--- src/sv/msadpcm_pkg.sv ---
// Shared types, constants and lookup tables for the MS ADPCM block decoder.
// No dependencies; every other file of the decoder refers to this package.
`default_nettype none

package msadpcm_pkg;

  // Parameter defaults.
  localparam int MAX_CH_DEFAULT    = 2;
  localparam int NUM_COEFS_DEFAULT = 7;
  localparam int QUEUE_DEPTH       = 4;

  // Number of coefficient pairs in the predictor table.
  localparam int TABLE_PAIRS      = 7;
  // Header length contributed by each channel.
  localparam int HDR_BYTES_PER_CH = 7;

  localparam int POS_W      = 12;
  localparam int BB_W       = 13;
  localparam int SPB_W      = 14;
  localparam int CFG_IDX_W  = 2;
  localparam int CFG_DATA_W = 14;

  localparam logic [BB_W-1:0]  BB_MAX     = 13'd4096;
  localparam logic             STEREO_RST = 1'b0;
  localparam logic [BB_W-1:0]  BB_RST     = 13'd256;
  localparam logic [SPB_W-1:0] SPB_RST    = 14'd500;

  localparam logic signed [20:0] SAT_MAX     = 21'sd32767;
  localparam logic signed [20:0] SAT_MIN     = -21'sd32768;
  localparam logic signed [15:0] DELTA_FLOOR = 16'sd16;
  localparam logic [7:0]         HI_NIB_MASK = 8'hf0;

  typedef enum logic [CFG_IDX_W-1:0] {
    CFG_STEREO      = 2'd0,
    CFG_BLOCK_BYTES = 2'd1,
    CFG_SAMPLES     = 2'd2
  } cfg_reg_t;

  typedef struct packed {
    logic             stereo;
    logic [BB_W-1:0]  block_bytes;
    logic [SPB_W-1:0] samples_per_block;
  } cfg_t;

  typedef enum logic [2:0] {
    OP_SET_PI,
    OP_SET_DELTA,
    OP_SET_NEWEST,
    OP_SET_OLDER,
    OP_HDR,
    OP_BAD,
    OP_DATA
  } cmd_op_t;

  // One command from the byte parser to the sample engine. value holds the
  // assembled 16-bit header word, or the predictor / data byte in its low bits.
  typedef struct packed {
    cmd_op_t     op;
    logic        ch;
    logic        bad_ch;
    logic        stereo;
    logic        two_nib;
    logic [15:0] value;
  } cmd_t;

  typedef struct packed {
    logic signed [15:0] pcm;
    logic               channel;
    logic               status;
    logic               last;
  } res_t;

  typedef enum logic {
    BK_IDLE,
    BK_RUN
  } back_state_t;

  function automatic logic signed [10:0] coef1(input logic [7:0] pi);
    logic signed [10:0] c;
    unique case (pi)
      8'd0:    c = 11'sd256;
      8'd1:    c = 11'sd512;
      8'd2:    c = 11'sd0;
      8'd3:    c = 11'sd192;
      8'd4:    c = 11'sd240;
      8'd5:    c = 11'sd460;
      8'd6:    c = 11'sd392;
      default: c = 11'sd0;
    endcase
    return c;
  endfunction

  function automatic logic signed [10:0] coef2(input logic [7:0] pi);
    logic signed [10:0] c;
    unique case (pi)
      8'd0:    c = 11'sd0;
      8'd1:    c = -11'sd256;
      8'd2:    c = 11'sd0;
      8'd3:    c = 11'sd64;
      8'd4:    c = 11'sd0;
      8'd5:    c = -11'sd208;
      8'd6:    c = -11'sd232;
      default: c = 11'sd0;
    endcase
    return c;
  endfunction

  function automatic logic [9:0] gain(input logic [3:0] nib);
    logic [9:0] g;
    unique case (nib)
      4'd4:    g = 10'd307;
      4'd5:    g = 10'd409;
      4'd6:    g = 10'd512;
      4'd7:    g = 10'd614;
      4'd8:    g = 10'd768;
      4'd9:    g = 10'd614;
      4'd10:   g = 10'd512;
      4'd11:   g = 10'd409;
      4'd12:   g = 10'd307;
      default: g = 10'd230;
    endcase
    return g;
  endfunction

endpackage

`default_nettype wire

--- src/sv/ms_adpcm_block_decoder.sv ---
// Top level of the 4-bit MS ADPCM block decoder: configuration registers,
// byte parser, command queue, sample engine and result queue. Uses msadpcm_pkg.
`default_nettype none

// The decoder takes an encoded MS ADPCM stream one byte per beat on a queue-style
// input (push/full) and returns decoded 16-bit samples on a queue-style output
// (empty/pop). Each block opens with a header of seven bytes per channel:
// predictor indexes, then little-endian initial delta, newest and older sample
// for each channel. The byte that completes the header yields the header samples,
// older of every channel first, then newest. Every later byte yields two nibbles,
// high first; in stereo the high nibble belongs to channel 0 and the low nibble
// to channel 1. Nibbles beyond samples_per_block are dropped without a result.
// If a predictor index is out of range when the header completes, a single
// result with status 1 and sample 0 names the first bad channel, and the rest
// of the block is skipped. The last result caused by a byte carries last = 1.
// Throughput: the parser takes one byte per cycle while its four-entry command
// queue has room. The sample engine decodes one nibble per cycle while the result
// queue has room, through a single shared datapath, so a data byte is decoded as
// two nibbles in turn (one in mono when only one nibble is left in the block);
// a header-load byte only loads state and the header-completing byte yields two
// results in mono and four in stereo. The engine thus sets the data-part rate.
// Configuration is written through the cfg_ port (always ready) and must only
// change while no results are pending. A four-entry result queue decouples the
// engine from the consumer.

module ms_adpcm_block_decoder #(
  parameter int MAX_CHANNELS = msadpcm_pkg::MAX_CH_DEFAULT,
  parameter int NUM_COEFS    = msadpcm_pkg::NUM_COEFS_DEFAULT
) (
  input  logic                                clk,
  input  logic                                rst_n,
  input  logic                                in_push,
  output logic                                in_full,
  input  logic [7:0]                          in_data_byte,
  output logic                                out_empty,
  input  logic                                out_pop,
  output logic signed [15:0]                  out_pcm_sample,
  output logic                                out_channel,
  output logic                                out_status,
  output logic                                out_last,
  input  logic                                cfg_valid,
  output logic                                cfg_ready,
  input  logic [msadpcm_pkg::CFG_IDX_W-1:0]   cfg_index,
  input  logic [msadpcm_pkg::CFG_DATA_W-1:0]  cfg_data
);

  msadpcm_pkg::cfg_t cfg_r;
  msadpcm_pkg::cmd_t front_cmd, back_cmd;
  msadpcm_pkg::res_t back_res, out_res;
  logic              byte_ready;
  logic              cmd_push, cmd_full, cmd_empty, cmd_pop;
  logic              res_push, res_full;

  // Configuration registers; writes are always accepted.
  assign cfg_ready = 1'b1;

  always_ff @(posedge clk) begin
    if (!rst_n) begin
      cfg_r.stereo            <= msadpcm_pkg::STEREO_RST;
      cfg_r.block_bytes       <= msadpcm_pkg::BB_RST;
      cfg_r.samples_per_block <= msadpcm_pkg::SPB_RST;
    end else if (cfg_valid && cfg_ready) begin
      case (cfg_index)
        msadpcm_pkg::CFG_STEREO:      cfg_r.stereo <= cfg_data[0];
        msadpcm_pkg::CFG_BLOCK_BYTES: cfg_r.block_bytes <= cfg_data[msadpcm_pkg::BB_W-1:0];
        msadpcm_pkg::CFG_SAMPLES:
          cfg_r.samples_per_block <= cfg_data[msadpcm_pkg::SPB_W-1:0];
        default: ;
      endcase
    end
  end

  assign in_full = !byte_ready;

  // Front: parse bytes into commands.
  msadpcm_front #(
    .MAX_CHANNELS (MAX_CHANNELS),
    .NUM_COEFS    (NUM_COEFS)
  ) u_front (
    .clk        (clk),
    .rst_n      (rst_n),
    .cfg        (cfg_r),
    .byte_valid (in_push),
    .data_byte  (in_data_byte),
    .byte_ready (byte_ready),
    .cmd_full   (cmd_full),
    .cmd_push   (cmd_push),
    .cmd        (front_cmd)
  );

  // Command queue lets the parser run ahead of the sample engine.
  msadpcm_fifo #(
    .WIDTH ($bits(msadpcm_pkg::cmd_t)),
    .DEPTH (msadpcm_pkg::QUEUE_DEPTH)
  ) u_cmd_q (
    .clk     (clk),
    .rst_n   (rst_n),
    .push    (cmd_push),
    .wr_data (front_cmd),
    .full    (cmd_full),
    .pop     (cmd_pop),
    .rd_data (back_cmd),
    .empty   (cmd_empty)
  );

  // Back: apply header loads and produce samples.
  msadpcm_back #(
    .MAX_CHANNELS (MAX_CHANNELS)
  ) u_back (
    .clk       (clk),
    .rst_n     (rst_n),
    .cmd_valid (!cmd_empty),
    .cmd       (back_cmd),
    .cmd_pop   (cmd_pop),
    .res_full  (res_full),
    .res_push  (res_push),
    .res       (back_res)
  );

  // Result queue decouples the engine from the consumer.
  msadpcm_fifo #(
    .WIDTH ($bits(msadpcm_pkg::res_t)),
    .DEPTH (msadpcm_pkg::QUEUE_DEPTH)
  ) u_res_q (
    .clk     (clk),
    .rst_n   (rst_n),
    .push    (res_push),
    .wr_data (back_res),
    .full    (res_full),
    .pop     (out_pop),
    .rd_data (out_res),
    .empty   (out_empty)
  );

  assign out_pcm_sample = out_res.pcm;
  assign out_channel    = out_res.channel;
  assign out_status     = out_res.status;
  assign out_last       = out_res.last;

  // A reset cycle leaves no stale result on the output.
  a_reset_empty: assert property (@(posedge clk) !rst_n |=> out_empty)
    else $error("result queue not empty after reset");

  // A bad-predictor report is a lone result with a zero sample.
  a_bad_is_last: assert property (@(posedge clk) disable iff (!rst_n)
    (!out_empty && out_status) |-> (out_last && (out_pcm_sample == 16'sd0)))
    else $error("bad-predictor beat not last or nonzero");

  // Channel 1 results appear only in stereo mode.
  a_right_needs_stereo: assert property (@(posedge clk) disable iff (!rst_n)
    (!out_empty && out_channel) |-> cfg_r.stereo)
    else $error("channel 1 result while configured for mono");

  // The engine never starts work while the command queue is empty.
  a_pop_needs_cmd: assert property (@(posedge clk) disable iff (!rst_n)
    cmd_pop |-> !cmd_empty)
    else $error("command popped from an empty queue");

endmodule

`default_nettype wire

--- src/sv/msadpcm_fifo.sv ---
// Small synchronous queue used between the decoder stages and on the output.
// Depends on msadpcm_pkg for its default width and depth.
`default_nettype none

module msadpcm_fifo #(
  parameter int WIDTH = $bits(msadpcm_pkg::cmd_t),
  parameter int DEPTH = msadpcm_pkg::QUEUE_DEPTH
) (
  input  logic             clk,
  input  logic             rst_n,
  input  logic             push,
  input  logic [WIDTH-1:0] wr_data,
  output logic             full,
  input  logic             pop,
  output logic [WIDTH-1:0] rd_data,
  output logic             empty
);

  localparam int PTR_W = (DEPTH > 1) ? $clog2(DEPTH) : 1;
  localparam int CNT_W = $clog2(DEPTH + 1);

  logic [WIDTH-1:0] mem [DEPTH];
  logic [PTR_W-1:0] wr_ptr_r, wr_ptr_nxt;
  logic [PTR_W-1:0] rd_ptr_r, rd_ptr_nxt;
  logic [CNT_W-1:0] count_r, count_nxt;
  logic             do_push, do_pop;

  assign full    = (count_r == CNT_W'(DEPTH));
  assign empty   = (count_r == '0);
  assign do_push = push && !full;
  assign do_pop  = pop && !empty;
  assign rd_data = mem[rd_ptr_r];

  always_comb begin
    wr_ptr_nxt = wr_ptr_r;
    rd_ptr_nxt = rd_ptr_r;
    if (do_push) begin
      wr_ptr_nxt = (wr_ptr_r == PTR_W'(DEPTH - 1)) ? '0 : wr_ptr_r + 1'b1;
    end
    if (do_pop) begin
      rd_ptr_nxt = (rd_ptr_r == PTR_W'(DEPTH - 1)) ? '0 : rd_ptr_r + 1'b1;
    end
    unique case ({do_push, do_pop})
      2'b10:   count_nxt = count_r + 1'b1;
      2'b01:   count_nxt = count_r - 1'b1;
      default: count_nxt = count_r;
    endcase
  end

  always_ff @(posedge clk) begin
    if (!rst_n) begin
      wr_ptr_r <= '0;
      rd_ptr_r <= '0;
      count_r  <= '0;
    end else begin
      wr_ptr_r <= wr_ptr_nxt;
      rd_ptr_r <= rd_ptr_nxt;
      count_r  <= count_nxt;
    end
  end

  always_ff @(posedge clk) begin
    if (do_push) begin
      mem[wr_ptr_r] <= wr_data;
    end
  end

endmodule

`default_nettype wire

--- src/sv/msadpcm_front.sv ---
// Byte parser: tracks the position in the block, assembles header words and
// turns every byte into at most one command for the sample engine. Uses msadpcm_pkg.
`default_nettype none

module msadpcm_front #(
  parameter int MAX_CHANNELS = msadpcm_pkg::MAX_CH_DEFAULT,
  parameter int NUM_COEFS    = msadpcm_pkg::NUM_COEFS_DEFAULT
) (
  input  logic                clk,
  input  logic                rst_n,
  input  msadpcm_pkg::cfg_t   cfg,
  input  logic                byte_valid,
  input  logic [7:0]          data_byte,
  output logic                byte_ready,
  input  logic                cmd_full,
  output logic                cmd_push,
  output msadpcm_pkg::cmd_t   cmd
);

  logic [msadpcm_pkg::POS_W-1:0] pos_r, pos_nxt;
  logic [msadpcm_pkg::SPB_W-1:0] sd_r, sd_nxt;
  logic [7:0]                    hold_r, hold_nxt;
  logic                          skip_r, skip_nxt;
  logic [7:0]                    pi_r [MAX_CHANNELS];
  logic                          pi_wr;

  logic                          accept;
  logic                          nch2;
  logic [3:0]                    hdr_len;
  logic [1:0]                    nch_len;
  logic [3:0]                    off;
  logic [1:0]                    grp;
  logic                          in_hdr;
  logic                          hdr_end;
  logic                          skip_eff;
  logic [MAX_CHANNELS-1:0]       bad_vec;
  logic                          bad0, bad1;
  logic                          two_nib;
  logic [msadpcm_pkg::BB_W-1:0]  bb_eff;
  logic [msadpcm_pkg::BB_W-1:0]  pos_inc;

  assign byte_ready = !cmd_full;
  assign accept     = byte_valid && !cmd_full;

  assign nch2    = cfg.stereo && (MAX_CHANNELS >= 2);
  assign hdr_len = nch2 ? 4'(2 * msadpcm_pkg::HDR_BYTES_PER_CH)
                        : 4'(msadpcm_pkg::HDR_BYTES_PER_CH);
  assign nch_len = nch2 ? 2'd2 : 2'd1;
  assign in_hdr  = pos_r < {8'd0, hdr_len};
  assign hdr_end = pos_r == {8'd0, hdr_len - 4'd1};
  assign off     = pos_r[3:0] - {2'b00, nch_len};
  assign grp     = nch2 ? off[3:2] : off[2:1];
  assign skip_eff = (pos_r == '0) ? 1'b0 : skip_r;

  always_comb begin
    for (int c = 0; c < MAX_CHANNELS; c++) begin
      bad_vec[c] = (pi_r[c] >= 8'(NUM_COEFS)) || (pi_r[c] >= 8'(msadpcm_pkg::TABLE_PAIRS));
    end
  end
  assign bad0 = bad_vec[0];
  assign bad1 = nch2 && bad_vec[MAX_CHANNELS-1];

  assign two_nib = ({1'b0, sd_r} + 15'd1) < {1'b0, cfg.samples_per_block};

  assign bb_eff  = (cfg.block_bytes > msadpcm_pkg::BB_MAX) ? msadpcm_pkg::BB_MAX
                                                          : cfg.block_bytes;
  assign pos_inc = {1'b0, pos_r} + 13'd1;

  always_comb begin
    cmd.op      = msadpcm_pkg::OP_DATA;
    cmd.ch      = 1'b0;
    cmd.bad_ch  = 1'b0;
    cmd.stereo  = nch2;
    cmd.two_nib = 1'b0;
    cmd.value   = {8'd0, data_byte};
    cmd_push    = 1'b0;
    pi_wr       = 1'b0;
    pos_nxt     = pos_r;
    sd_nxt      = sd_r;
    hold_nxt    = hold_r;
    skip_nxt    = skip_r;
    if (accept) begin
      skip_nxt = skip_eff;
      if (in_hdr) begin
        if (pos_r < {10'd0, nch_len}) begin
          cmd.op   = msadpcm_pkg::OP_SET_PI;
          cmd.ch   = pos_r[0];
          cmd_push = 1'b1;
          pi_wr    = 1'b1;
        end else if (!off[0]) begin
          hold_nxt = data_byte;
        end else begin
          cmd.value = {data_byte, hold_r};
          cmd.ch    = nch2 & off[1];
          cmd_push  = 1'b1;
          unique case (grp)
            2'd0:    cmd.op = msadpcm_pkg::OP_SET_DELTA;
            2'd1:    cmd.op = msadpcm_pkg::OP_SET_NEWEST;
            default: cmd.op = msadpcm_pkg::OP_SET_OLDER;
          endcase
          // The last header byte also completes the older sample of the last channel.
          if (hdr_end) begin
            if (bad0 || bad1) begin
              cmd.op     = msadpcm_pkg::OP_BAD;
              cmd.bad_ch = !bad0;
              skip_nxt   = 1'b1;
            end else begin
              cmd.op = msadpcm_pkg::OP_HDR;
              sd_nxt = msadpcm_pkg::SPB_W'(2);
            end
          end
        end
      end else if (!skip_eff && (sd_r < cfg.samples_per_block)) begin
        cmd_push = 1'b1;
        if (nch2) begin
          sd_nxt = sd_r + 1'b1;
        end else begin
          cmd.two_nib = two_nib;
          sd_nxt      = two_nib ? sd_r + 2'd2 : sd_r + 2'd1;
        end
      end
      pos_nxt = (pos_inc >= bb_eff) ? '0 : pos_inc[msadpcm_pkg::POS_W-1:0];
    end
  end

  always_ff @(posedge clk) begin
    if (!rst_n) begin
      pos_r  <= '0;
      sd_r   <= '0;
      hold_r <= '0;
      skip_r <= 1'b0;
      for (int c = 0; c < MAX_CHANNELS; c++) begin
        pi_r[c] <= '0;
      end
    end else begin
      pos_r  <= pos_nxt;
      sd_r   <= sd_nxt;
      hold_r <= hold_nxt;
      skip_r <= skip_nxt;
      if (pi_wr) begin
        pi_r[pos_r[0]] <= data_byte;
      end
    end
  end

endmodule

`default_nettype wire

--- src/sv/msadpcm_back.sv ---
// Sample engine: holds per-channel predictor state, applies header loads from
// the command queue; one result per cycle unless res_full. Uses msadpcm_pkg.
`default_nettype none

module msadpcm_back #(
  parameter int MAX_CHANNELS = msadpcm_pkg::MAX_CH_DEFAULT
) (
  input  logic                clk,
  input  logic                rst_n,
  input  logic                cmd_valid,
  input  msadpcm_pkg::cmd_t   cmd,
  output logic                cmd_pop,
  input  logic                res_full,
  output logic                res_push,
  output msadpcm_pkg::res_t   res
);

  msadpcm_pkg::back_state_t state_r, state_nxt;
  logic [1:0]               step_r, step_nxt;
  msadpcm_pkg::cmd_t        cur_r;

  logic [7:0]         pi_r     [MAX_CHANNELS];
  logic signed [15:0] delta_r  [MAX_CHANNELS];
  logic signed [15:0] newest_r [MAX_CHANNELS];
  logic signed [15:0] older_r  [MAX_CHANNELS];

  logic               run, is_last, done, starts_run;
  logic [1:0]         last_idx;
  logic               rd_ch;
  logic [7:0]         hi_bits;
  logic [3:0]         nib;
  logic signed [3:0]  nib_s;
  logic signed [15:0] d_cur, nw_cur, od_cur;
  logic [7:0]         pi_cur;
  logic signed [10:0] c1, c2;
  logic signed [26:0] p1, p2;
  logic signed [27:0] psum;
  logic signed [19:0] pred, nprod;
  logic signed [20:0] s_wide;
  logic signed [15:0] s_sat;
  logic [9:0]         g;
  logic signed [26:0] gprod;
  logic signed [15:0] dl_wrap, dl_new;
  logic               sel_newest;

  assign run = (state_r == msadpcm_pkg::BK_RUN);

  always_comb begin
    unique case (cur_r.op)
      msadpcm_pkg::OP_HDR:  last_idx = cur_r.stereo ? 2'd3 : 2'd1;
      msadpcm_pkg::OP_DATA: last_idx = (cur_r.stereo || cur_r.two_nib) ? 2'd1 : 2'd0;
      default:              last_idx = 2'd0;
    endcase
  end

  assign is_last    = (step_r == last_idx);
  assign res_push   = run && !res_full;
  assign done       = res_push && is_last;
  assign cmd_pop    = cmd_valid && (!run || done);
  assign starts_run = (cmd.op == msadpcm_pkg::OP_HDR) || (cmd.op == msadpcm_pkg::OP_BAD)
                      || (cmd.op == msadpcm_pkg::OP_DATA);

  // Next state.
  always_comb begin
    state_nxt = state_r;
    unique case (state_r)
      msadpcm_pkg::BK_IDLE: begin
        if (cmd_pop && starts_run) begin
          state_nxt = msadpcm_pkg::BK_RUN;
        end
      end
      msadpcm_pkg::BK_RUN: begin
        if (done) begin
          state_nxt = (cmd_pop && starts_run) ? msadpcm_pkg::BK_RUN : msadpcm_pkg::BK_IDLE;
        end
      end
      default: state_nxt = msadpcm_pkg::BK_IDLE;
    endcase
  end

  always_comb begin
    step_nxt = step_r;
    if (cmd_pop) begin
      step_nxt = 2'd0;
    end else if (res_push) begin
      step_nxt = step_r + 1'b1;
    end
  end

  // Nibble decode datapath: one nibble per cycle unless res_full stalls.
  assign rd_ch   = cur_r.stereo & step_r[0];
  assign hi_bits = cur_r.value[7:0] & msadpcm_pkg::HI_NIB_MASK;
  assign nib     = step_r[0] ? cur_r.value[3:0] : hi_bits[7:4];
  assign nib_s   = $signed(nib);
  assign d_cur   = delta_r[rd_ch];
  assign nw_cur  = newest_r[rd_ch];
  assign od_cur  = older_r[rd_ch];
  assign pi_cur  = pi_r[rd_ch];
  assign c1      = msadpcm_pkg::coef1(pi_cur);
  assign c2      = msadpcm_pkg::coef2(pi_cur);
  assign p1      = nw_cur * c1;
  assign p2      = od_cur * c2;
  assign psum    = {p1[26], p1} + {p2[26], p2};
  assign pred    = psum[27:8];
  assign nprod   = nib_s * d_cur;
  assign s_wide  = {pred[19], pred} + {nprod[19], nprod};
  assign g       = msadpcm_pkg::gain(nib);
  assign gprod   = $signed({1'b0, g}) * d_cur;
  assign dl_wrap = gprod[23:8];
  assign dl_new  = (dl_wrap < msadpcm_pkg::DELTA_FLOOR) ? msadpcm_pkg::DELTA_FLOOR : dl_wrap;

  always_comb begin
    if (s_wide > msadpcm_pkg::SAT_MAX) begin
      s_sat = 16'sd32767;
    end else if (s_wide < msadpcm_pkg::SAT_MIN) begin
      s_sat = -16'sd32768;
    end else begin
      s_sat = s_wide[15:0];
    end
  end

  assign sel_newest = cur_r.stereo ? step_r[1] : step_r[0];

  // Outputs.
  always_comb begin
    res.last    = is_last;
    res.channel = rd_ch;
    res.status  = 1'b0;
    unique case (cur_r.op)
      msadpcm_pkg::OP_HDR:  res.pcm = sel_newest ? nw_cur : od_cur;
      msadpcm_pkg::OP_DATA: res.pcm = s_sat;
      msadpcm_pkg::OP_BAD: begin
        res.pcm     = '0;
        res.channel = cur_r.bad_ch;
        res.status  = 1'b1;
      end
      default: res.pcm = '0;
    endcase
  end

  always_ff @(posedge clk) begin
    if (!rst_n) begin
      state_r <= msadpcm_pkg::BK_IDLE;
      step_r  <= 2'd0;
      for (int c = 0; c < MAX_CHANNELS; c++) begin
        pi_r[c]     <= '0;
        delta_r[c]  <= '0;
        newest_r[c] <= '0;
        older_r[c]  <= '0;
      end
    end else begin
      state_r <= state_nxt;
      step_r  <= step_nxt;
      if (res_push && (cur_r.op == msadpcm_pkg::OP_DATA)) begin
        delta_r[rd_ch]  <= dl_new;
        older_r[rd_ch]  <= nw_cur;
        newest_r[rd_ch] <= s_sat;
      end
      // A command popped this cycle is younger than the one finishing, so its
      // load is applied last.
      if (cmd_pop) begin
        unique case (cmd.op)
          msadpcm_pkg::OP_SET_PI:     pi_r[cmd.ch]     <= cmd.value[7:0];
          msadpcm_pkg::OP_SET_DELTA:  delta_r[cmd.ch]  <= cmd.value;
          msadpcm_pkg::OP_SET_NEWEST: newest_r[cmd.ch] <= cmd.value;
          msadpcm_pkg::OP_SET_OLDER,
          msadpcm_pkg::OP_HDR,
          msadpcm_pkg::OP_BAD:        older_r[cmd.ch]  <= cmd.value;
          default: ;
        endcase
      end
    end
  end

  always_ff @(posedge clk) begin
    if (cmd_pop) begin
      cur_r <= cmd;
    end
  end

endmodule

`default_nettype wire
--- config.mk ---
export PLATFORM = sky130hd
export DESIGN_NAME = ms_adpcm_block_decoder
export DESIGN_NICKNAME = d
export VERILOG_FILES = /design/src/sv/msadpcm_pkg.sv /design/src/sv/ms_adpcm_block_decoder.sv /design/src/sv/msadpcm_fifo.sv /design/src/sv/msadpcm_front.sv /design/src/sv/msadpcm_back.sv
export SDC_FILE = /design/constraint.sdc
export NUM_CORES = 2
export LEC_CHECK = 0
export BUFFER_PORTS_ARGS = -buffer_cell sky130_fd_sc_hd__buf_4
export CAP_MARGIN = 20
export CELL_PAD_IN_SITES_DETAIL_PLACEMENT = 0
export CELL_PAD_IN_SITES_GLOBAL_PLACEMENT = 1
export CORE_UTILIZATION = 35
export CTS_CLUSTER_SIZE = 40
export DETAILED_ROUTE_END_ITERATION = 12
export GPL_TIMING_DRIVEN = 0
export PLACE_DENSITY = 0.66
export SLEW_MARGIN = 20
export SYNTH_ARGS = -nofsm -noshare
export SYNTH_HDL_FRONTEND = slang
export SYNTH_SLANG_ARGS = --single-unit
export TNS_END_PERCENT = 50
--- constraint.sdc ---
create_clock -name clk -period 12.4 [get_ports clk]
set_clock_uncertainty 0.1 [all_clocks]
set_input_delay 3.1 -clock clk [delete_from_list [all_inputs] [get_ports clk]]
set_output_delay 3.1 -clock clk [all_outputs]
set_load 0.005 [all_outputs]
-- Word-level counts from Yosys, hierarchy flattened
Memory sizes are Yosys's and may differ from the RTL's. A register that Yosys moved wholly into a read port is not among the register bits.
Cells that the tools add are included.
- add/subtract/negate cells: 17
- $mul: 4
- order comparisons: 11
- equal/unequal tests: 33
- multiplexer cells: 121
- bitwise gates (word level): 6
- reduce and logical (&&, ||, !) cells: 49
- operators with widths (operator ; count):
    16-bit two-way mux ; 13
    14-bit two-way mux ; 8
    16-bit OR reduction ; 6
    1-bit two-way mux ; 68
    10-bit one-hot mux with 6 select lines ; 1
    16-bit by 11-bit multiplier with 27-bit output ; 2
    11-bit one-hot mux with 4 select lines ; 1
    16-bit one-hot mux with 2 select lines ; 1
    27-bit by 27-bit adder with 28-bit output ; 1
    3-bit equality test (second input constant) ; 8
    8-bit by 3-bit equality test with 1-bit output (second input constant) ; 3
    11-bit by 16-bit multiplier with 24-bit output ; 1
    2-bit two-way mux ; 12
    20-bit by 20-bit adder with 21-bit output ; 1
    21-bit by 16-bit > comparator with 1-bit output (second input constant) ; 1
    21-bit by 16-bit < comparator with 1-bit output (second input constant) ; 1
    4-bit by 16-bit multiplier with 20-bit output ; 1
    17-bit two-way mux ; 1
    8-bit by 3-bit >= comparator with 1-bit output (second input constant) ; 2
    16-bit by 6-bit < comparator with 1-bit output (second input constant) ; 1
    8-bit two-way mux ; 2
    8-bit OR reduction ; 2
    14-bit by 1-bit adder with 15-bit output (second input constant) ; 1
    15-bit by 14-bit < comparator with 1-bit output ; 1
    46 further kinds ; 102
- bits in registers: 94
- RAM bits: 296
- ROM bits: 160
- input bits: 29
- output and inout bits: 22
- memories kept: 8
- memory list (name ; words ; width ; read ports ; clocked after memory_dff ; wr ports ; RTL line ; text):
    (name not given) ; 16 ; 10 ; 1 ; 0 ; 0 ; msadpcm_pkg.sv:110 ; unique case (nib)
    u_cmd_q.mem ; 4 ; 23 ; 1 ; 1 ; 1 ; msadpcm_fifo.sv:22 ; logic [WIDTH-1:0] mem [DEPTH];
    u_res_q.mem ; 4 ; 19 ; 1 ; 1 ; 1 ; msadpcm_fifo.sv:22 ;
    u_back.delta_r ; 2 ; 16 ; 1 ; 0 ; 2 ; msadpcm_back.sv:23 ; logic signed [15:0] delta_r [MAX_CHANNELS];
    u_back.newest_r ; 2 ; 16 ; 1 ; 0 ; 2 ; msadpcm_back.sv:24 ; logic signed [15:0] newest_r [MAX_CHANNELS];
    u_back.older_r ; 2 ; 16 ; 1 ; 0 ; 2 ; msadpcm_back.sv:25 ; logic signed [15:0] older_r [MAX_CHANNELS];
    +2 memories ; - ; - ; - ; - ; - ; - ;

-- Longest topological paths before layout
- depth in word-level cells: 12
- gate-level depth with buffers: 53
- gate-level depth less buffers: 48

-- Hierarchy
A second synthesis with hierarchy kept.
- cells, all modules: 3636
- area total of the unflattened synthesis: 37215.7 um^2
- modules (own cells, without submodules) (module ; instances ; cells each ; area an instance (um^2)):
    msadpcm_back ; 1 ; 2691 ; 24728.7
    msadpcm_front ; 1 ; 493 ; 4214.0
    msadpcm_fifo at u_cmd_q ; 1 ; 176 ; 3847.4
    msadpcm_fifo at u_res_q ; 1 ; 155 ; 3279.4
    ms_adpcm_block_decoder ; 1 ; 121 ; 1146.1

-- Worst setup path after synthesis
OpenSTA, ideal clock, no wires.
- path kind: register to register
- from: memory u_back.pi_r[1][7]
- to: memory u_res_q.mem[0][17] in the netlist's numbering (data pin)
- library setup time: 230 ps
- arrival time: 11486 ps
- required time: 12070 ps
- slack: 585 ps
- cell stages (with the launch flop): 50
- path buffers: 4
- cells stage by stage: edfxtp_1 > or4_1 > nor3_1 > a21oi_1 > a21o_1 > or2_2 > clkbuf_1 > and2_1 > clkbuf_1 > clkbuf_1 > nor2_1 > fa_1 > ha_1 > inv_1 > fa_1 > inv_1 > fa_1 > inv_1 > [14 not listed] > xnor2_1 > ha_1 > inv_1 > fa_1 > fa_1 > inv_1 > ha_1 > a21o_1 > a21o_1 > nor4_1 > o21ai_0 > a221oi_1 > xor2_1 > nand2b_1 > o211ai_1 > buf_2 > nand2_1 > a221oi_1
- RTL lines (what ; RTL line ; text):
    start: declaration ; msadpcm_back.sv:22 ; logic [7:0] pi_r [MAX_CHANNELS];
    end: declaration ; msadpcm_fifo.sv:22 ;

==> run metrics <==
PortBufs=49; Final HPWL DP=83000 um; initial antenna violation count=0; first-pass GRT wire length=approximately 160000 um; Design Area, Final=0.0418 mm^2; share of cells above drive strength 1=0.129; final RePlAce weighted congestion=slightly below 0.9; DRC errors left=0; Num CTS Buffers=42; total track usage=0.196; worst skew pair latency=about 0.6 ns; starting density of the core=0.353; wire per inst=between 15 and 20 um; Core ar.=0.103 mm^2; Cells after Synth=about 3600; global route overflow=0; Distinct cells, synth=86; Max Buffers Root-to-Sink=3; setup TNS=0 ns; largest net degree at the start of global routing=24; CP dominant cell by count=fa_1; final setup margin=0.269 ns; vias per cell=4.97; CP peak stage delay=0.57 ns; Fin. Hold Viols=0; register bit total from synthesis=approximately 400; Rel. slew slack=0.210; Fillers=between 10000 and 15000; number of synthesized flops with an enable pin=slightly above 300; die extent in y=roughly 330 um; Vias=roughly 26000; Final #Nets=around 4500; worst-path fanout max=8; H-tree depth=2; Die ar.=0.106 mm^2; Max Freq=about 80 MHz; Ys Warns=0; HP Class=reg -> reg; dominant register cell in the synthesized netlist=edfxtp_1; Root Buffer=clkbuf_16; CTS sink count=394; mapped cell area=around 0.037 mm^2; row count=between 100 and 150; WS Path Type=reg -> reg; die width=roughly 330 um; final setup fails=0; Setup WS pre-CTS=-2.30 ns; critical path required time=between 10 and 15 ns; Layout Area Growth over Synthesis=14.4%; I/O pin total=about 50; unrepaired setup endpoints after global routing=yes; critical path's slowest cell=or4_4; CTS tree=yes; Critical Path End Type=register; minimum clock period=roughly 12 ns; Starting DRT DRC Count=roughly 1600; syn nets=4376; Worst-path clk slew=about 0.060 ns; vias in the first global route=roughly 27000; Seq/Total Area, Yosys=0.301; max cap viols=0; FFs w/ async S/R, synth=0; outcome=complete, no violations; Final ANT Viol Nets=0; Post-Place Cell Area=0.0388 mm^2; crit start category=register; final WL=103000 um; post-route clock period utilization=0.978; DRT Pass-1 Iters=6; worst-margin pin slew=approximately 1.2 ns; Slew Viols, Final=0; syn avg cell area=between 10 and 15 um^2; Worst EP arrival=approximately 12 ns
==> synth_stat cells (7+ instances only) <==
| master | instances | area, um^2 |
|---|---|---|
| inv_1 | 675 | 2530 |
| fa_1 | 414 | 8290 |
| nand2_1 | 366 | 1370 |
| nor2_1 | 341 | 1280 |
| edfxtp_1 | 310 | 9310 |
| ha_1 | 307 | 3840 |
| a21oi_1 | 120 | 601 |
| clkbuf_1 | 93 | 349 |
| dfxtp_1 | 84 | 1680 |
| mux2i_1 | 80 | 801 |
| o21ai_0 | 73 | 365 |
| xnor2_1 | 67 | 587 |
| and2_1 | 52 | 325 |
| o31ai_1 | 46 | 345 |
| xor2_1 | 43 | 377 |
| nand3_1 | 39 | 195 |
| a221oi_1 | 37 | 324 |
| a21o_1 | 34 | 255 |
| mux4_2 | 32 | 721 |
| nand2b_1 | 29 | 181 |
| or2_2 | 29 | 181 |
| and3_1 | 24 | 150 |
| or3_1 | 24 | 150 |
| nor3_1 | 22 | 110 |
| mux2_2 | 21 | 236 |
| o21a_1 | 19 | 143 |
| o211ai_1 | 17 | 128 |
| o22ai_1 | 17 | 106 |
| nor2b_1 | 16 | 100 |
| buf_1 | 15 | 56.3 |
| nand4_1 | 13 | 81.3 |
| o21ai_1 | 12 | 60.1 |
| nand3b_1 | 11 | 82.6 |
| a22o_1 | 9 | 78.8 |
| buf_2 | 9 | 45.0 |
| nor4_1 | 9 | 56.3 |
| buf_4 | 8 | 60.1 |
| nor3b_1 | 8 | 60.1 |
| a31oi_1 | 7 | 43.8 |
==> logic make-up after synthesis <==
family / after synthesis / synth area share
xor+xnor: 110 / 0.0264
mux: 135 / 0.0489
flops: 394 / 0.301
fa+ha+maj: 722 / 0.332
buf+inv: 805 / 0.0846
other cells: 1 / 0.000103
compound gates: 448 / 0.0816
simple gates: 1011 / 0.125
==> worst max-delay path, delay by kind of cell (launching register included) <==
family          cells  cell delay (ns)
compound gates     11             2.03
xor+xnor            1             0.28
fa+ha+maj          12             5.14
buf+inv            13             1.44
flops               1             0.37
mux                 1             0.19
simple gates       10             2.37
==> cell usage in the layout, fill, tap and decap left out, types with 19 or more instances in the layout <==
master	n
inv_1	667
fa_1	410
nand2_1	352
nor2_1	324
edfxtp_1	310
ha_1	297
buf_4	103
a21oi_1	100
clkbuf_1	86
dfxtp_1	84
o21ai_0	68
xnor2_1	61
mux2i_1	48
and2_1	45
clkbuf_16	45
o31ai_1	44
xor2_1	41
nand3_1	38
a21o_1	34
mux4_2	32
or2_2	28
nand2b_1	26
and3_1	24
or3_1	24
mux2_2	21
mux2i_2	20
o21a_1	19
==> state kept, by name, summed over array words and instances, names as in the netlist, 8 cells and up, named ones only <==
register         cells
u_back.newest_r     32
u_back.delta_r      32
cfg_r               28
u_back.cur_r        14
u_front.hold_r       8
u_back.older_r      32
u_front.sd_r        14
u_back.pi_r         16
u_front.pi_r        16
u_res_q.mem         76
u_cmd_q.mem         92
u_front.pos_r       12
==> final timing paths <==
path,start,to,slack [ns],depth (start not counted)
setup / recovery,u_back.pi_r[1][4]$_SDFFCE_PN0P_,u_back.newest_r[0][6]$_DFFE_PP_,0.27,48
hold / removal,cfg_r[19]$_SDFFE_PN0P_,cfg_r[19]$_SDFFE_PN0P_,0.35,2
setup reg to reg,u_back.pi_r[1][4]$_SDFFCE_PN0P_,u_back.newest_r[0][6]$_DFFE_PP_,0.27,48
hold reg to reg,cfg_r[19]$_SDFFE_PN0P_,cfg_r[19]$_SDFFE_PN0P_,0.35,2
==> layout make-up <==
cell class | count | area [um^2] | area share
flip-flops and latches | 394 | 11000 | 0.263
repair buffers | 108 | 873 | 0.0209
multi-input cells | 2427 | 23600 | 0.564
clock buffers | 59 | 1190 | 0.0284
inverters | 677 | 2550 | 0.0609
well taps | 1380 | 1730 | 0.0413
diodes | 1 | 2.50 | 0.0000599
plain buffers | 125 | 703 | 0.0168
clock inverters | 19 | 175 | 0.00419
==> per-stage QoR <==
stage          cells   util  hold WS [ns]
2_1_floorplan   3626      -         0.332
3_3_place_gp    5055  0.373         0.342
3_5_place_dp    5064  0.375         0.346
4_1_cts         5155  0.395         0.355
5_1_grt         5189  0.404         0.372
6_report        5190  0.404         0.352
==> timing repair <==
| action | CTS | global route |
|---|---|---|
| gates resized for setup | 157 | 154 |
| cloned | 1 | 2 |
| pin swaps | 22 | 56 |
| setup endpoints to repair | 96 | 94 |
| hold buffers | 0 | 0 |
| buffers inserted | 15 | 31 |
==> metal layers <==
layer  vias up  part of all wire  GRT usage
met4         0             0.027     0.0543
met5         -                 0          0
met3       127             0.041     0.0187
met2       596              0.49      0.338
li1      12200                 -          -
met1     12900              0.44      0.263
Power is left out: the tool's default activity adds up to more than one toggle a clock period on the data nets, which glitch-free logic cannot reach.
